===== src/rtl/bes_pkg.sv =====
// Shared types, constants and helpers for the burst error statistics block.
// Used by bes_front, bes_queue, bes_back and burst_error_statistics.
`default_nettype none
package bes_pkg;

  localparam int SAMPLE_DEPTH = 4096;
  localparam int SAMPLE_AW    = $clog2(SAMPLE_DEPTH);
  localparam int HELD_W       = $clog2(SAMPLE_DEPTH + 1);
  localparam int CNT_W        = 48;
  localparam int LEN_W        = 32;
  localparam int NUM_BINS     = 7;
  localparam int QUEUE_DEPTH  = 4;
  localparam int QUEUE_AW     = $clog2(QUEUE_DEPTH);

  // Opcodes of the input item.
  localparam logic [2:0] OP_GOOD     = 3'd0;
  localparam logic [2:0] OP_LOST     = 3'd1;
  localparam logic [2:0] OP_CLOSE    = 3'd2;
  localparam logic [2:0] OP_RD_COUNT = 3'd3;
  localparam logic [2:0] OP_RD_SMP   = 3'd4;

  // Counter selects: the last histogram bin and the counters above the bins.
  localparam logic [3:0] SEL_BIN_LAST    = 4'd6;
  localparam logic [3:0] SEL_BURSTS      = 4'd7;
  localparam logic [3:0] SEL_SUM         = 4'd8;
  localparam logic [3:0] SEL_LONGEST     = 4'd9;
  localparam logic [3:0] SEL_RECOVERABLE = 4'd10;
  localparam logic [3:0] SEL_CRITICAL    = 4'd11;
  localparam logic [3:0] SEL_SYMBOLS     = 4'd12;
  localparam logic [3:0] SEL_LOST        = 4'd13;

  // Upper edges of the histogram bins.
  localparam logic [LEN_W-1:0] BIN0_TOP = LEN_W'(1);
  localparam logic [LEN_W-1:0] BIN1_TOP = LEN_W'(5);
  localparam logic [LEN_W-1:0] BIN2_TOP = LEN_W'(10);
  localparam logic [LEN_W-1:0] BIN3_TOP = LEN_W'(50);
  localparam logic [LEN_W-1:0] BIN4_TOP = LEN_W'(100);
  localparam logic [LEN_W-1:0] BIN5_TOP = LEN_W'(500);

  // One classified item, passed from the front to the back.
  typedef struct packed {
    logic                 count_symbol;
    logic                 count_lost;
    logic                 closed;
    logic [LEN_W-1:0]     closed_length;
    logic [2:0]           bucket;
    logic                 critical;
    logic                 store;
    logic                 drop;
    logic [SAMPLE_AW-1:0] store_addr;
    logic [LEN_W-1:0]     current_length;
    logic                 rd_count;
    logic [3:0]           counter_select;
    logic                 rd_sample;
    logic [SAMPLE_AW-1:0] sample_index;
  } entry_t;

  function automatic logic [2:0] bin_of(input logic [LEN_W-1:0] len);
    logic [2:0] b;
    if (len <= BIN0_TOP) b = 3'd0;
    else if (len <= BIN1_TOP) b = 3'd1;
    else if (len <= BIN2_TOP) b = 3'd2;
    else if (len <= BIN3_TOP) b = 3'd3;
    else if (len <= BIN4_TOP) b = 3'd4;
    else if (len <= BIN5_TOP) b = 3'd5;
    else b = 3'd6;
    return b;
  endfunction

endpackage
`default_nettype wire


===== src/rtl/bes_front.sv =====
// Front part: accepts items, tracks the open run and the sample fill level,
// and classifies each item into a bes_pkg::entry_t for the queue.
`default_nettype none
module bes_front (
  input  wire logic                   clk,
  input  wire logic                   rst,
  input  wire logic                   cfg_we,
  input  wire logic [31:0]            cfg_wdata,
  input  wire logic                   in_valid,
  output logic                        in_ready,
  input  wire logic [2:0]             opcode,
  input  wire logic [3:0]             counter_select,
  input  wire logic [11:0]            sample_index,
  input  wire logic                   q_full,
  output logic                        q_push,
  output bes_pkg::entry_t             q_data
);

  logic [bes_pkg::LEN_W-1:0]  span_limit;
  logic [bes_pkg::LEN_W-1:0]  run_length;
  logic [bes_pkg::LEN_W-1:0]  run_length_next;
  logic [bes_pkg::HELD_W-1:0] samples_held;
  logic [bes_pkg::HELD_W-1:0] samples_held_next;
  logic                       closing;
  bes_pkg::entry_t            e;

  assign in_ready = !q_full;
  assign q_push   = in_valid && in_ready;
  assign q_data   = e;

  always_comb begin
    e                 = '0;
    closing           = 1'b0;
    run_length_next   = run_length;
    samples_held_next = samples_held;
    e.counter_select  = counter_select;
    e.sample_index    = bes_pkg::SAMPLE_AW'(sample_index);
    case (opcode)
      bes_pkg::OP_GOOD: begin
        e.count_symbol = 1'b1;
        closing        = (run_length != '0);
      end
      bes_pkg::OP_LOST: begin
        e.count_symbol = 1'b1;
        e.count_lost   = 1'b1;
        if (run_length != '1) run_length_next = run_length + 1'b1;
      end
      bes_pkg::OP_CLOSE: begin
        closing = (run_length != '0);
      end
      bes_pkg::OP_RD_COUNT: begin
        e.rd_count = 1'b1;
      end
      bes_pkg::OP_RD_SMP: begin
        // Entries at or above the fill level read as empty.
        e.rd_sample = (bes_pkg::HELD_W'(sample_index) < samples_held);
      end
      default: begin
      end
    endcase
    if (closing) begin
      e.closed        = 1'b1;
      e.closed_length = run_length;
      e.bucket        = bes_pkg::bin_of(run_length);
      e.critical      = (span_limit != '0) && (run_length > span_limit);
      e.store         = (samples_held < bes_pkg::HELD_W'(bes_pkg::SAMPLE_DEPTH));
      e.drop          = !e.store;
      e.store_addr    = samples_held[bes_pkg::SAMPLE_AW-1:0];
      run_length_next = '0;
      if (e.store) samples_held_next = samples_held + 1'b1;
    end
    e.current_length = run_length_next;
  end

  always_ff @(posedge clk) begin
    if (rst) begin
      span_limit   <= '0;
      run_length   <= '0;
      samples_held <= '0;
    end else begin
      if (cfg_we) span_limit <= cfg_wdata;
      if (q_push) begin
        run_length   <= run_length_next;
        samples_held <= samples_held_next;
      end
    end
  end

endmodule
`default_nettype wire


===== config.mk =====
export PLATFORM = sky130hd
export DESIGN_NAME = bes_front
export DESIGN_NICKNAME = d
export VERILOG_FILES = /design/src/rtl/bes_pkg.sv /design/src/rtl/bes_front.sv
export SDC_FILE = /design/constraint.sdc
export NUM_CORES = 1
export LEC_CHECK = 0
export BUFFER_PORTS_ARGS = -buffer_cell sky130_fd_sc_hd__buf_2
export CORE_ASPECT_RATIO = 1.25
export CORE_UTILIZATION = 54
export CTS_CLUSTER_DIAMETER = 40
export DETAILED_ROUTE_END_ITERATION = 8
export PLACE_DENSITY_LB_ADDON = 0.1
export SLEW_MARGIN = 5
export SYNTH_ARGS = -nofsm -noshare
export SYNTH_HDL_FRONTEND = slang
export SYNTH_SLANG_ARGS = --single-unit

===== constraint.sdc =====
create_clock -name clk -period 3.2 [get_ports clk]
set_input_delay 0.16 -clock clk [delete_from_list [all_inputs] [get_ports clk]]
set_output_delay 0.16 -clock clk [all_outputs]
set_load 0.005 [all_outputs]

==> results.yml <==
cts:
  cts_setup_buffers: 0
  insertion_delay_ns: 0.35
  cts_tree: "done"
  cts_htree_levels: 3
  cts_resized: 0
  numCtsBuffers: 9
  cts-root-buf: "clkbuf_16"
  clock_path_buffers: 2
  path_clk_slew_ns: 0.06
  postCtsHoldBufs: 0
  cts.sinks: 77
sta:
  finalSetupTns_ns: 0
  worst_pin_slew_ns: 1.08
  hold_violations: 0
  period_needed_ns: 3.08
  fin_skew_ns: 0.00550
  fin_crit_sh: 0.962
  setup_ws_ns: 0.123
  rsz0062_at_grt: "true"
  maxSlewViolCount: 0
  clock.fmax_mhz: 325
  setup_violations: 0
  maxSlewHeadroom: 0.280
synthesis:
  synth_compound_area_frac: 0.138
  synth_top_family_by_area: "simple AND/OR/NAND/NOR gates"
  seq_area_frac_synth: 0.256
  synth_xor_xnor_area_share: 0.0554
  synth_fp_nets: 914
  syn_area_mm2: 0.00601
  synthMuxAreaShare: 0.0549
  synth_flop_cell: "dfxtp_1"
  synthAdderAreaFrac: 0.102
  synth_top_area_share: 0.256
  synthArstFlopShare: 0
  yosys.cell_types.count: 57
  ys_warn_count: 0
  yosys.area_share.simple: 0.293
  ys_top_cells_by_count: "nor2_1, dfxtp_1, a21oi_1"
  synth_top_area_cell: "dfxtp_1"
  ys_top_cells_by_area: "dfxtp_1, ha_1, nor2_1, mux2i_1, a21oi_1"
  synth_edf_count: 0
  syn_inst: 809
  yosysMostFrequentCell: "nor2_1"
  ys_ff_latch: 77
  synth.avg_cell_area_um2: 7.43
placed_design:
  pre_cts_ws_ns: 0.414
  hpwl_mm: 12.9
  portBuffers: 152
  place_congestion: 0.929
  post-place-cells: 1036
setup_path:
  endpoint_kind: "output port"
  r2r_cells: 7
  cp.depth: 8
  cpPeakStageDelay_ns: 0.64
  crit_buf_inv: 2
  path_class: "reg2out"
  worstSetupStartpointType: "flop"
  cp_common_cell: "nand3_1"
  slowest_stage: "nor4_1"
  cp_data_required_time_ns: 3.04
  path_cells: "nand4_1 -> nor4_1 -> nand3_1 -> buf_4 -> nand3_1 -> o211ai_1 -> o31ai_1 -> buf_2"
  cp_max_fo: 28
  critical_path.top_delay_family: "simple AND/OR/NAND/NOR gates"
  crit_arrival_ns: 2.92
die:
  num_rows: 42
  ioPinCount: 161
  start_util: 0.561
  die_area_mm2: 0.0116
  fp.coreArea_mm2: 0.0107
  fp.dieW_um: 96.4
  fp.dieH_um: 120
power_and_ir_drop:
  power_density_mw_per_mm2: 326
  peakVddDrop_mv: 0.228
  leakage_nw: 3.17
global_routing:
  gr-usage-all-layers: 0.311
  grt_max_degree: 69
  grt_overflow: 0
  antenna_found_initial: 0
  grt_pass1_wl_mm: 28.0
  first_global_vias: 5874
drt:
  drt_wl_total_mm: 17.8
  dr.first_iter.drc_count: 470
  drc: 0
  dr.pass1.iters: 5
  wire_per_inst_um: 16.9
  ant_nets: 0
  vias: 6242
  viasPerCell: 5.93
run:
  maxCapViolCount: 0
layout:
  drive_gt1_frac: 0.218
  n_antenna_cell: 0
  final_cell_count_no_fill: 1052
  finish.net_count: 1020
  area_growth_pct: 16.9
min_path:
  hp-class: "in2reg"
  hold_path_depth: 3
outcome:
  run_status: "finished clean"
-- through the flow --
stage	total power [W]	util	cell area, um2	hold slack, ns
2_1_floorplan	0.00118	-	6010	0.307
3_3_place_gp	0.00125	0.626	6710	0.320
3_5_place_dp	0.00126	0.626	6710	0.320
4_1_cts	0.00230	0.654	7010	0.0489
5_1_grt	0.00237	0.655	7030	0.0575
6_report	0.00229	0.655	7030	0.0467
-- worst min-delay path, stage by stage --
cell and delay [ns]:
buf_2 0.07, mux2i_1 0.05, nor2_1 0.07
-- final cells by class --
| type | instances | area, um2 |
|---|---|---|
| Timing Repair Buffer | 172 | 923 |
| Clock inverter | 6 | 62.6 |
| Tap cell | 132 | 165 |
| Clock buffer | 10 | 239 |
| Sequential cell | 77 | 1540 |
| Inverter | 52 | 195 |
| Fill cell | 1002 | 3690 |
| Multi-Input combinational cell | 603 | 3900 |
-- worst paths after layout --
| check | start | to | slack [ns] |
|---|---|---|---|
| setup / recovery | run_length[26] | q_data[49] | 0.12 |
| hold / removal | cfg_wdata[26] | span_limit[26] | 0.05 |
| setup reg to reg | run_length[1] | run_length[24] | 0.44 |
| hold reg to reg | samples_held[1] | samples_held[1] | 0.50 |
-- sequential cells by signal (all words and copies together) (netlist names) --
signal / cells
span_limit: 32
run_length: 32
samples_held: 13
-- cells in the final DEF, fill, tap and decap left out, drive strengths merged, types with 3 or more instances in the layout --
| cell | instances |
|---|---|
| o31ai | 5 |
| nand2b | 4 |
| nand3 | 31 |
| buf | 172 |
| clkinvlp | 3 |
| a31oi | 16 |
| inv | 51 |
| nand4 | 29 |
| nor2 | 116 |
| a21oi | 52 |
| a21boi | 3 |
| and2 | 37 |
| mux2i | 33 |
| o21a | 3 |
| clkbuf | 10 |
| xor2 | 24 |
| xnor2 | 14 |
| or3 | 17 |
| a21o | 6 |
| dfxtp | 77 |
| or4 | 7 |
| a211oi | 3 |
| clkinv | 3 |
| ha | 49 |
| nand2 | 42 |
| o21ai | 33 |
| and3 | 6 |
| nor3 | 19 |
| and4 | 8 |
| o211ai | 4 |
| nor4 | 22 |
-- where the power goes --
part / leakage [nW] / internal [W] / switching, W / total [W]
registers: 0.627 / 0.000983 / 0.0000217 / 0.00100
clock network: 0.140 / 0.000622 / 0.000429 / 0.00105
logic: 2.40 / 0.000102 / 0.000135 / 0.000237
-- cells by family (layout without fill, tap and decap cells) --
family                     after synthesis  in the layout
DFF                                     77             77
adders and majority gates               49             49
buffers and inverters                  129            240
muxes                                   33             33
and+or+nand+nor                        346            346
AOI/OAI and AO/OA                      137            137
xor gates and xnor gates                38             38
-- layer usage --
metal / vias up / track usage / routed length [um]
met5: - / 0 / 0
met1: 2936 / 0.379 / 7480
met3: 45 / 0.0456 / 1020
met4: 0 / 0.148 / 675
met2: 237 / 0.526 / 8580
li1: 3024 / - / -
(Power assumes the default switching activity.)
