===== config.mk =====
export PLATFORM = sky130hd
export DESIGN_NAME = bes_queue
export DESIGN_NICKNAME = d
export VERILOG_FILES = /design/src/rtl/bes_pkg.sv /design/src/rtl/bes_queue.sv
export SDC_FILE = /design/constraint.sdc
export NUM_CORES = 1
export LEC_CHECK = 0
export ABC_AREA = 1
export BUFFER_PORTS_ARGS = -buffer_cell sky130_fd_sc_hd__buf_2
export CAP_MARGIN = 10
export CORE_ASPECT_RATIO = 0.5
export CORE_UTILIZATION = 35
export DETAILED_ROUTE_END_ITERATION = 16
export GPL_TIMING_DRIVEN = 0
export SYNTH_ARGS = -nofsm -noshare
export SYNTH_HDL_FRONTEND = slang
export SYNTH_SLANG_ARGS = --single-unit

===== constraint.sdc =====
create_clock -name clk -period 6.2 [get_ports clk]
set_clock_uncertainty 0.05 [all_clocks]
set_input_delay 0.31 -clock clk [delete_from_list [all_inputs] [get_ports clk]]
set_output_delay 0.31 -clock clk [all_outputs]
set_load 0.01 [all_outputs]

===== src/rtl/bes_pkg.sv =====
// Shared types, constants and helpers for the burst error statistics block.
// Used by bes_front, bes_queue, bes_back and burst_error_statistics.
`default_nettype none
package bes_pkg;

  localparam int SAMPLE_DEPTH = 4096;
  localparam int SAMPLE_AW    = $clog2(SAMPLE_DEPTH);
  localparam int HELD_W       = $clog2(SAMPLE_DEPTH + 1);
  localparam int CNT_W        = 48;
  localparam int LEN_W        = 32;
  localparam int NUM_BINS     = 7;
  localparam int QUEUE_DEPTH  = 4;
  localparam int QUEUE_AW     = $clog2(QUEUE_DEPTH);

  // Opcodes of the input item.
  localparam logic [2:0] OP_GOOD     = 3'd0;
  localparam logic [2:0] OP_LOST     = 3'd1;
  localparam logic [2:0] OP_CLOSE    = 3'd2;
  localparam logic [2:0] OP_RD_COUNT = 3'd3;
  localparam logic [2:0] OP_RD_SMP   = 3'd4;

  // Counter selects: the last histogram bin and the counters above the bins.
  localparam logic [3:0] SEL_BIN_LAST    = 4'd6;
  localparam logic [3:0] SEL_BURSTS      = 4'd7;
  localparam logic [3:0] SEL_SUM         = 4'd8;
  localparam logic [3:0] SEL_LONGEST     = 4'd9;
  localparam logic [3:0] SEL_RECOVERABLE = 4'd10;
  localparam logic [3:0] SEL_CRITICAL    = 4'd11;
  localparam logic [3:0] SEL_SYMBOLS     = 4'd12;
  localparam logic [3:0] SEL_LOST        = 4'd13;

  // Upper edges of the histogram bins.
  localparam logic [LEN_W-1:0] BIN0_TOP = LEN_W'(1);
  localparam logic [LEN_W-1:0] BIN1_TOP = LEN_W'(5);
  localparam logic [LEN_W-1:0] BIN2_TOP = LEN_W'(10);
  localparam logic [LEN_W-1:0] BIN3_TOP = LEN_W'(50);
  localparam logic [LEN_W-1:0] BIN4_TOP = LEN_W'(100);
  localparam logic [LEN_W-1:0] BIN5_TOP = LEN_W'(500);

  // One classified item, passed from the front to the back.
  typedef struct packed {
    logic                 count_symbol;
    logic                 count_lost;
    logic                 closed;
    logic [LEN_W-1:0]     closed_length;
    logic [2:0]           bucket;
    logic                 critical;
    logic                 store;
    logic                 drop;
    logic [SAMPLE_AW-1:0] store_addr;
    logic [LEN_W-1:0]     current_length;
    logic                 rd_count;
    logic [3:0]           counter_select;
    logic                 rd_sample;
    logic [SAMPLE_AW-1:0] sample_index;
  } entry_t;

  function automatic logic [2:0] bin_of(input logic [LEN_W-1:0] len);
    logic [2:0] b;
    if (len <= BIN0_TOP) b = 3'd0;
    else if (len <= BIN1_TOP) b = 3'd1;
    else if (len <= BIN2_TOP) b = 3'd2;
    else if (len <= BIN3_TOP) b = 3'd3;
    else if (len <= BIN4_TOP) b = 3'd4;
    else if (len <= BIN5_TOP) b = 3'd5;
    else b = 3'd6;
    return b;
  endfunction

endpackage
`default_nettype wire


===== src/rtl/bes_queue.sv =====
// Short FIFO of classified items between the front and the back parts.
// Depends on bes_pkg for the entry type and depth.
`default_nettype none
module bes_queue (
  input  wire logic            clk,
  input  wire logic            rst,
  input  wire logic            push,
  input  wire bes_pkg::entry_t push_data,
  output logic                 full,
  input  wire logic            pop,
  output logic                 empty,
  output bes_pkg::entry_t      pop_data
);

  bes_pkg::entry_t              slots [bes_pkg::QUEUE_DEPTH];
  logic [bes_pkg::QUEUE_AW-1:0] wr_ptr;
  logic [bes_pkg::QUEUE_AW-1:0] rd_ptr;
  logic [bes_pkg::QUEUE_AW:0]   fill;

  assign full     = (fill == (bes_pkg::QUEUE_AW+1)'(bes_pkg::QUEUE_DEPTH));
  assign empty    = (fill == '0);
  assign pop_data = slots[rd_ptr];

  always_ff @(posedge clk) begin
    if (push) slots[wr_ptr] <= push_data;
  end

  always_ff @(posedge clk) begin
    if (rst) begin
      wr_ptr <= '0;
      rd_ptr <= '0;
      fill   <= '0;
    end else begin
      if (push) wr_ptr <= wr_ptr + 1'b1;
      if (pop) rd_ptr <= rd_ptr + 1'b1;
      if (push && !pop) fill <= fill + 1'b1;
      else if (pop && !push) fill <= fill - 1'b1;
    end
  end

endmodule
`default_nettype wire


==> run summary, run 1 <==
maximum clock rate: 362 MHz
r2r setup slk: 4.21 ns
routability cong.: 0.770
die area: 0.0457 mm2
Seq/Total Area, Yosys: 0.801
synth cell count leaders: edfxtp_1, nor2_1, o21ai_0
worst-skew pair later-pin latency: 0.53 ns
# H-tree levels: 2
routed length per instance: 19.3 um
buffers added on ports: 211
Leak: 7.03 nW
TritonCTS clock tree: built
Final setup viols: 0
Worst Max-Slew Pin Slew: 0.629 ns
outcome: finished, violations left
final WL: 39300 um
total power: 6.52 mW
max_slew headroom: 0.580
Initial Util: 0.357
top-count cell post-synth: edfxtp_1
DP Wirelength: 23400 um
vias in the first global route: 10.3k
Hold Path Class: primary input to flop
Final #Nets: 1529
synth-to-layout area growth: 28.0%
CP max FO: 10
Worst setup EP type: primary output
RSZ-0062 raised after global routing: no
cell taking the most area after synthesis: edfxtp_1
Syn Nets: 1167
Rows: 54
grt total ovfl: 0
Period minus WS final: 2.76 ns
ys flop type: edfxtp_1
post-synthesis cell type count: 20
via-per-instance ratio: 4.94
Final Cycle Share: 0.445
share of the synthesized area in the top cell type: 0.790
antenna viol nets, final: 0
Total GRT Usage: 0.167
clock sink count: 421
Cell Area, Synth: 0.0157 mm2
Reg clk slew, reported paths: 0.06 ns
Ports: 212
initial antenna violation count: 2
drt pass-1 iters: 11
first-pass GRT wire length: 57700 um
largest net degree at the start of global routing: 71
Gate Count Post-Synth: 1054
peak supply drop: 0.171 mV
Clock Tree Root: clkbuf_16
Max-Cap Viols: 0
# DRC: 2
Area contributors post-synth: edfxtp_1, o21ai_0, nor2_1, o22ai_1, dfxtp_1
Setup TNS: 0 ns
core area: 0.0438 mm2
post_cts resized: 0
WP data arrival: 2.40 ns
Mapped Avg Cell Area: 14.9 um2
Yosys warning count: 0
Fin. Hold Viols: 0
Vias: 10.1k
Async SR Flop Fraction: 0
Worst Setup Path Type: flop to primary output
CTS Buf Count: 41
failing checks: DRC
CP Launch Type: flop
Max Root-Sink Buffers: 3
power per standard cell area: 325 mW/mm2
worst endpoint required time: 5.84 ns
chip height: 152 um
max-slew violations: 0
Die Wd: 301 um
DRT iter0 DRCs: 757
layout cells sized above 1: 0.216
number of synthesized register bits: 421
Post-synth EDFFs: 412
-- worst paths after layout --
kind                     startpoint  depth (start not counted)                     end
max                            flop                          5            pop_data[60]
max reg2reg  wr_ptr[0]$_SDFFE_PP0P_                          5  slots[2][58]$_DFFE_PP_
min                             pop                          4                    flop
min reg2reg  rd_ptr[1]$_SDFFE_PP0P_                          1                    flop
-- power by group --
group          leakage, nW  switching [mW]  internal [mW]  total, mW
clock                0.691            1.02           1.55       2.57
sequential            3.86          0.0289           3.25       3.28
combinational         2.48           0.426          0.242      0.668
total                 7.03            1.47           5.05       6.52
-- repair_timing --
item	4_1_cts	5_1_grt
hold buffers	104	0
buffers inserted	0	0
hold endpoints to repair	413	0
-- state kept, by name (all words and copies together) (netlist names), named ones only --
signal  count
slots     412
rd_ptr      2
wr_ptr      2
fill        3
-- area by class of cell --
class	instances	area (um2)
buffer	67	385
fill	3749	23800
sequential	421	12600
clock inverter	27	290
tap	588	736
clock buffer	49	1130
antenna	2	5.00
timing repair buffer	319	2210
multi-input combinational	549	2660
inverter	17	88.8
-- worst max-delay path: stages, from the launching register on --
cell	delay (ns)
dfxtp_1	0.42
buf_2	0.39
clkbuf_1	0.43
o21ai_0	0.17
o22ai_1	0.27
buf_2	0.19
-- metrics by stage --
stage | hold slack (ns) | utilization | instance area [um2] | worst slack, ns | std cells
floorplan | 0.332 | - | 15700 | 3.12 | 1054
finish | 0.0831 | 0.457 | 20100 | 3.44 | 2039
global placement | 0.379 | 0.398 | 17500 | 1.40 | 1853
detailed placement | 0.399 | 0.401 | 17600 | 3.98 | 1857
CTS | 0.0635 | 0.457 | 20000 | 3.40 | 2037
global route | 0.0786 | 0.457 | 20100 | 3.27 | 2039
-- metal layers --
| metal | wire [um] | GRT usage | vias up |
|---|---|---|---|
| met2 | 21700 | 0.320 | 245 |
| met1 | 14900 | 0.188 | 5040 |
| met5 | 0 | 0 | - |
| li1 | - | - | 4709 |
| met4 | 1210 | 0.0665 | 0 |
| met3 | 1460 | 0.0225 | 77 |
-- cell families after synthesis --
kind of cell    synth area share
simple gates              0.0543
fa+ha+maj                0.00527
compound gates             0.110
buf+inv                   0.0290
xor+xnor                0.000559
flops                      0.801
-- placed cells by master (no fill, tap or decap), types with 12 or more instances in the layout --
cell and count:
edfxtp_1 412, nor2_1 212, clkbuf_1 43, o21ai_0 205, inv_1 12, buf_6 14, dlygate4sd3_1 104, o22ai_1 103
buf_2 219, clkbuf_16 43
(Power assumes the default switching activity.)
==> run 2, diff against run 1 <==
- clock period: 6.2 -> 2.3 ns (I/O delays scaled with it)
==> run 2 against run 1 <==
- the run still ends with DRC left
- setup slack worse by 3.4 ns
- combinational power grew to 2.8 times the previous value
- via count grew 1.5%
- critical path depth grew 1
- hold slack better by 0.18 ns
- critical endpoint is now pop_data[55]
- register-to-register slack got worse by 4.1 ns
- sequential power rose to 2.7 times the previous value
==> run summary, run 2 (same netlist as run 1, synthesis figures left out) <==
outcome: finished, violations left (unchanged)
failing checks: DRC (unchanged)
Reg-to-Reg End: slots[0][61]$_DFFE_PP_ (was slots[2][58]$_DFFE_PP_)
total power: 16.8 mW (was 6.52 mW)
CTS Buf Count: 40 (was 41)
clock sink count: 421 (unchanged)
Leak: 7.11 nW (was 7.03 nW)
cell area after layout: 0.0202 mm2 (was 0.0201 mm2)
fillers: 3808 (was 3749)
largest register by flop count: slots (unchanged)
Final #Nets: 1538 (was 1529)
# H-tree levels: 2 (unchanged)
Reg clk slew, reported paths: 0.06 ns (about the same)
DP Wirelength: 24600 um (was 23400 um)
first-pass GRT wire length: 57500 um (was 57700 um)
Final Cycle Share: 0.983
routability cong.: 0.775 (was 0.770)
TritonCTS clock tree: built (unchanged)
die area: 0.0457 mm2 (unchanged)
reg2reg start: wr_ptr[0]$_SDFFE_PP0P_ (unchanged)
Worst Setup Path Type: flop to primary output (unchanged)
layout cells sized above 1: 0.249 (was 0.216)
drt pass-1 iters: 11 (unchanged)
CP max FO: 10 (unchanged)
peak supply drop: 0.563 mV (was 0.171 mV)
Worst setup EP type: primary output (unchanged)
largest net degree at the start of global routing: 35 (was 71)
Ports: 212 (unchanged)
buffers added on ports: 211 (unchanged)
r2r setup slk: 0.13 ns (was 4.21 ns)
Rows: 54 (unchanged)
vias in the first global route: 10.3k (about the same)
Worst Max-Slew Pin Slew: 0.680 ns (was 0.629 ns)
top flop regs: slots: 412 flops, fill: 3 flops (unchanged)
DRT iter0 DRCs: 703 (was 757)
maximum clock rate: 442 MHz
most common cell after layout, fill and taps aside: edfxtp_1 (unchanged)
most frequent cells in the layout: edfxtp_1, buf_2, nor2_1, o21ai_0, dlygate4sd3_1 (unchanged)
final WL: 39500 um (was 39300 um)
Final setup viols: 0 (unchanged)
CP Launch Type: flop (unchanged)
post-CTS setup buffer count: 0 (unchanged)
crit-path cells: inv_1, buf_4, clkbuf_2, o21ai_0, o22ai_1, buf_2 (was buf_2, clkbuf_1, o21ai_0, o22ai_1, buf_2)
max-slew violations: 0 (unchanged)
Period minus WS final: 2.26 ns
grt total ovfl: 0 (unchanged)
chip height: 152 um (unchanged)
worst stage delay on the critical path: 0.37 ns (was 0.43 ns)
Die Wd: 301 um (unchanged)
Area after DPL: 0.0177 mm2 (was 0.0176 mm2)
Fin. Hold Viols: 0 (unchanged)
r2r worst-path depth: 6 (was 5)
Max-Cap Viols: 0 (unchanged)
# DRC: 2 (unchanged)
via-per-instance ratio: 5.00 (was 4.94)
WP data arrival: 2.10 ns (was 2.40 ns)
hold-critical path depth: 3 (was 4)
power per standard cell area: 831 mW/mm2 (was 325 mW/mm2)
core area: 0.0438 mm2 (unchanged)
Hold Path Class: primary input to flop (unchanged)
routed length per instance: 19.3 um (about the same)
slowest CP cell: dfxtp_1 (was clkbuf_1)
worst setup path endpoint: pop_data[55] (was pop_data[60])
Initial Util: 0.357 (unchanged)
Max Root-Sink Buffers: 3 (unchanged)
worst-skew pair later-pin latency: 0.52 ns (was 0.53 ns)
Total GRT Usage: 0.166 (was 0.167)
Clock Tree Root: clkbuf_16 (unchanged)
antenna viol nets, final: 0 (unchanged)
synth-to-layout area growth: 28.7% (was 28.0%)
RSZ-0062 raised after global routing: yes (was no)
Vias: 10.2k (was 10.1k)
worst endpoint required time: 2.13 ns (was 5.84 ns)
initial antenna violation count: 1 (was 2)
max_slew headroom: 0.546 (was 0.580)
max FFs per register: 412 (unchanged)
[run 2: changes by cell type in the layout (fill, tap and decap cells not counted), moves of 5 or more]
cell / previous run / this run
buf_12: 0 / 14
bufinv_16: 6 / 1
o22ai_1: 103 / 94
o21ai_1: 6 / 11
inv_6: 6 / 0
clkbuf_1: 43 / 15
clkbuf_2: 0 / 22
o22ai_2: 0 / 9
o21ai_0: 205 / 200
[run 2: worst min-delay path by stage]
stage          from                    to  slack [ns]
4_1_cts         rst  fill[0]$_SDFFE_PP0P_        0.24
5_1_grt         rst  fill[0]$_SDFFE_PP0P_        0.26
2_1_floorplan   rst  fill[0]$_SDFFE_PP0P_        0.14
6_report        rst  fill[0]$_SDFFE_PP0P_        0.26
3_5_place_dp    rst  fill[0]$_SDFFE_PP0P_        0.26
3_3_place_gp    rst  fill[0]$_SDFFE_PP0P_        0.26
[run 2: repair_timing]
| action | 4_1_cts | 5_1_grt |
|---|---|---|
| setup endpoints to repair | 100 | 33 |
| hold endpoints to repair | 421 | 0 |
| hold buffers | 106 | 0 |
| resized for setup | 54 | 31 |
| pin swaps | 1 | 0 |
[run 2: cell type report]
cell class | count | area (um2) | area share
Clock buffer | 50 | 1060 | 0.0526
Inverter | 17 | 86.3 | 0.00428
Sequential cell | 421 | 12600 | 0.623
Multi-Input combinational cell | 549 | 2730 | 0.135
Clock inverter | 22 | 129 | 0.00639
Antenna cell | 1 | 2.50 | 0.000124
Tap cell | 588 | 736 | 0.0365
Timing Repair Buffer | 329 | 2360 | 0.117
Buffer | 67 | 502 | 0.0249
[run 2: report_power, final]
group | switching [mW] | total, mW | internal [mW] | leakage, nW
Clock | 2.65 | 6.03 | 3.38 | 0.592
Combinational | 1.17 | 1.89 | 0.718 | 2.66
Sequential | 0.0781 | 8.85 | 8.77 | 3.86
Total | 3.89 | 16.8 | 12.9 | 7.11
[run 2: metal layers]
metal | wire [um] | part of all wire | vias up | GRT usage
li1 | - | - | 4734 | -
met4 | 1230 | 0.031 | 0 | 0.0675
met5 | 0 | 0 | - | 0
met1 | 14900 | 0.38 | 5111 | 0.194
met3 | 1880 | 0.048 | 69 | 0.0250
met2 | 21500 | 0.54 | 313 | 0.309
[run 2: worst max-delay path: cells and delay by family (launching register included)]
family                 cells  cell delay (ns)
buffers and inverters      4             0.84
DFF                        1             0.37
AOI/OAI and AO/OA          2             0.35
[run 2: metrics by stage]
| stage | std cells | hold slack, ns | utilization | setup WS, ns | TNS, ns |
|---|---|---|---|---|---|
| after global routing | 2044 | 0.263 | 0.460 | -0.0293 | -0.0595 |
| final | 2044 | 0.259 | 0.460 | 0.0393 | 0 |
| after floorplan | 1054 | 0.137 | - | -0.258 | -101.87 |
| after global placement | 1853 | 0.257 | 0.399 | -1.63 | -658.98 |
| after detailed placement | 1865 | 0.256 | 0.404 | 0.104 | 0 |
| after CTS | 2043 | 0.236 | 0.459 | 0.00596 | 0 |
==> run 3, diff against run 2 <==
- SETUP_SLACK_MARGIN: default -> 0.4
==> run 3 against run 2 <==
- the run still ends with DRC left
- first-iteration DRC count is 2.8% higher
- flip-flop and latch count stayed put
- setup slack better by 0.15 ns
- global-route usage is 0.34 points higher
- utilization is 1.3 points higher
- cell area is 2.9% higher
- combinational power is 10% higher
- sequential power hardly changed
- register-to-register slack better by 0.32 ns
==> run summary, run 3 (same netlist as run 1, synthesis figures left out) <==
Ports: 212 (unchanged)
Fin. Hold Viols: 0 (unchanged)
crit-path cells: buf_12, buf_12, inv_16, buf_12, buf_12, nor2_1, o22ai_1, buf_2 (was inv_1, buf_4, clkbuf_2, o21ai_0, o22ai_1, buf_2)
Setup WS pre-CTS: 0.104 ns (unchanged)
Final Cycle Share: 0.917 (was 0.983)
Reg-to-Reg End: slots[2][20]$_DFFE_PP_ (was slots[0][61]$_DFFE_PP_)
cell area after layout: 0.0207 mm2 (was 0.0202 mm2)
# DRC: 4 (was 2)
synth-to-layout area growth: 32.4% (was 28.7%)
hold-critical path depth: 3 (unchanged)
max_slew headroom: 0.519 (was 0.546)
top flop regs: slots: 412 flops, fill: 3 flops (unchanged)
chip height: 152 um (unchanged)
Hold Path Class: primary input to flop (unchanged)
maximum clock rate: 474 MHz (was 442 MHz)
r2r worst-path depth: 4 (was 6)
max FFs per register: 412 (unchanged)
Final #Nets: 1561 (was 1538)
RSZ-0062 raised after global routing: yes (unchanged)
r2r setup slk: 0.45 ns (was 0.13 ns)
failing checks: DRC (unchanged)
CTS Buf Count: 40 (unchanged)
Area after DPL: 0.0177 mm2 (unchanged)
Worst setup EP type: primary output (unchanged)
layout cells sized above 1: 0.278 (was 0.249)
antenna viol nets, final: 0 (unchanged)
final instance count without filler cells: 2068 (was 2044)
largest net degree at the start of global routing: 35 (unchanged)
Endpoint, Worst Hold: fill[0]$_SDFFE_PP0P_ (unchanged)
Rows: 54 (unchanged)
initial antenna violation count: 1 (unchanged)
Total GRT Usage: 0.170 (was 0.166)
Max-Cap Viols: 0 (unchanged)
clock sink count: 421 (unchanged)
peak supply drop: 0.565 mV (was 0.563 mV)
Max Root-Sink Buffers: 3 (unchanged)
outcome: finished, violations left (unchanged)
Clock Tree Root: clkbuf_16 (unchanged)
reg2reg start: wr_ptr[0]$_SDFFE_PP0P_ (unchanged)
Multi-input gate area: 0.00280 mm2 (was 0.00273 mm2)
Reg clk slew, reported paths: 0.06 ns (about the same)
Critical Path Most Common Cell: buf_12
placed cell count: 1865 (unchanged)
Leak: 7.38 nW (was 7.11 nW)
Setup TNS: 0 ns (unchanged)
worst-skew pair later-pin latency: 0.53 ns (was 0.52 ns)
via-per-instance ratio: 5.01 (was 5.00)
DP Wirelength: 24600 um (unchanged)
Setup WS post-layout: 0.190 ns (was 0.0393 ns)
Final setup viols: 0 (unchanged)
max-slew violations: 0 (unchanged)
fillers: 3738 (was 3808)
DRT iter0 DRCs: 723 (was 703)
CP Launch Type: flop (unchanged)
Initial Util: 0.357 (unchanged)
largest register by flop count: slots (unchanged)
CP max FO: 10 (unchanged)
TritonCTS clock tree: built (unchanged)
buffers added on ports: 211 (unchanged)
power per standard cell area: 818 mW/mm2 (was 831 mW/mm2)
FF/Latch Area: 0.0126 mm2 (about the same)
routability cong.: 0.775 (unchanged)
routed length per instance: 19.7 um (was 19.3 um)
drt pass-1 iters: 11 (unchanged)
first-pass GRT wire length: 58700 um (was 57500 um)
slowest CP cell: dfxtp_2 (was dfxtp_1)
final WL: 40700 um (was 39500 um)
Period minus WS final: 2.11 ns (was 2.26 ns)
# H-tree levels: 2 (unchanged)
worst stage delay on the critical path: 0.33 ns (was 0.37 ns)
worst hold start: rst (unchanged)
core area: 0.0438 mm2 (unchanged)
Worst Max-Slew Pin Slew: 0.717 ns (was 0.680 ns)
Worst Setup Path Type: flop to primary output (unchanged)
vias in the first global route: 10.4k (was 10.3k)
WP data arrival: 1.94 ns (was 2.10 ns)
Vias: 10.4k (was 10.2k)
most frequent cells in the layout: edfxtp_1, nor2_1, buf_2, o21ai_0, dlygate4sd3_1 (was edfxtp_1, buf_2, nor2_1, o21ai_0, dlygate4sd3_1)
worst endpoint required time: 2.13 ns (about the same)
Die Wd: 301 um (unchanged)
grt total ovfl: 0 (unchanged)
most common cell after layout, fill and taps aside: edfxtp_1 (unchanged)
die area: 0.0457 mm2 (unchanged)
-- run 3: changes by cell type in the layout (fill, tap and decap cells not counted), sizes merged --
cell	change
bufbuf	+1
clkinvlp	+4
inv	+1
clkbuf	+5
buf	+12
diode	+1
-- run 3: through the flow --
step	utilization	total power, mW	hold WS, ns
finish	0.473	17.0	0.257
global route	0.473	17.5	0.264
CTS	0.468	17.0	0.236
detailed placement	0.404	10.7	0.256
global placement	0.399	10.6	0.257
floorplan	-	9.85	0.137
-- run 3: power breakdown --
group	total, mW	switching [mW]	internal (mW)
clock	6.03	2.65	3.38
combinational	2.08	1.22	0.860
sequential	8.85	0.0820	8.77
-- run 3: layer usage --
metal | wire, um | vias up | GRT usage
met1 | 15600 | 5220 | 0.198
met4 | 1220 | 0 | 0.0640
li1 | - | 4777 | -
met3 | 1820 | 78 | 0.0251
met2 | 22100 | 284 | 0.318
met5 | 0 | - | 0
-- run 3: area by class of cell --
cell class / count / share of cell area
Clock inverter: 22 / 0.00621
Inverter: 17 / 0.00458
Buffer: 67 / 0.0353
Multi-Input combinational cell: 549 / 0.135
Tap cell: 588 / 0.0355
Antenna cell: 2 / 0.000241
Timing Repair Buffer: 347 / 0.125
Sequential cell: 421 / 0.605
Clock buffer: 50 / 0.0511
Timing Repair inverter: 5 / 0.00151
-- run 3: critical path: cells and delay by family, from the launching register on --
kind	cells	cell delay, ns
buffers and inverters	6	0.81
flip-flops	1	0.33
AO/OA/AOI/OAI	1	0.22
AND/OR/NAND/NOR	1	0.04
-- run 3: worst max path at each step --
stage                        endpoint  slack [ns]
3_5_place_dp   slots[0][52]$_DFFE_PP_        0.10
4_1_cts                  pop_data[42]        0.14
6_report                 pop_data[26]        0.19
5_1_grt                  pop_data[26]        0.14
2_1_floorplan   slots[0][0]$_DFFE_PP_       -0.26
3_3_place_gp   slots[0][52]$_DFFE_PP_       -1.63
-- run 3: what timing repair did --
action / in CTS / in global routing
hold endpoints to repair: 421 / 0
resized for setup: 148 / 98
buffers inserted: 6 / 9
pin swaps: 18 / 22
cloned: 6 / 2
hold buffers: 106 / 0
setup endpoints to repair: 426 / 324
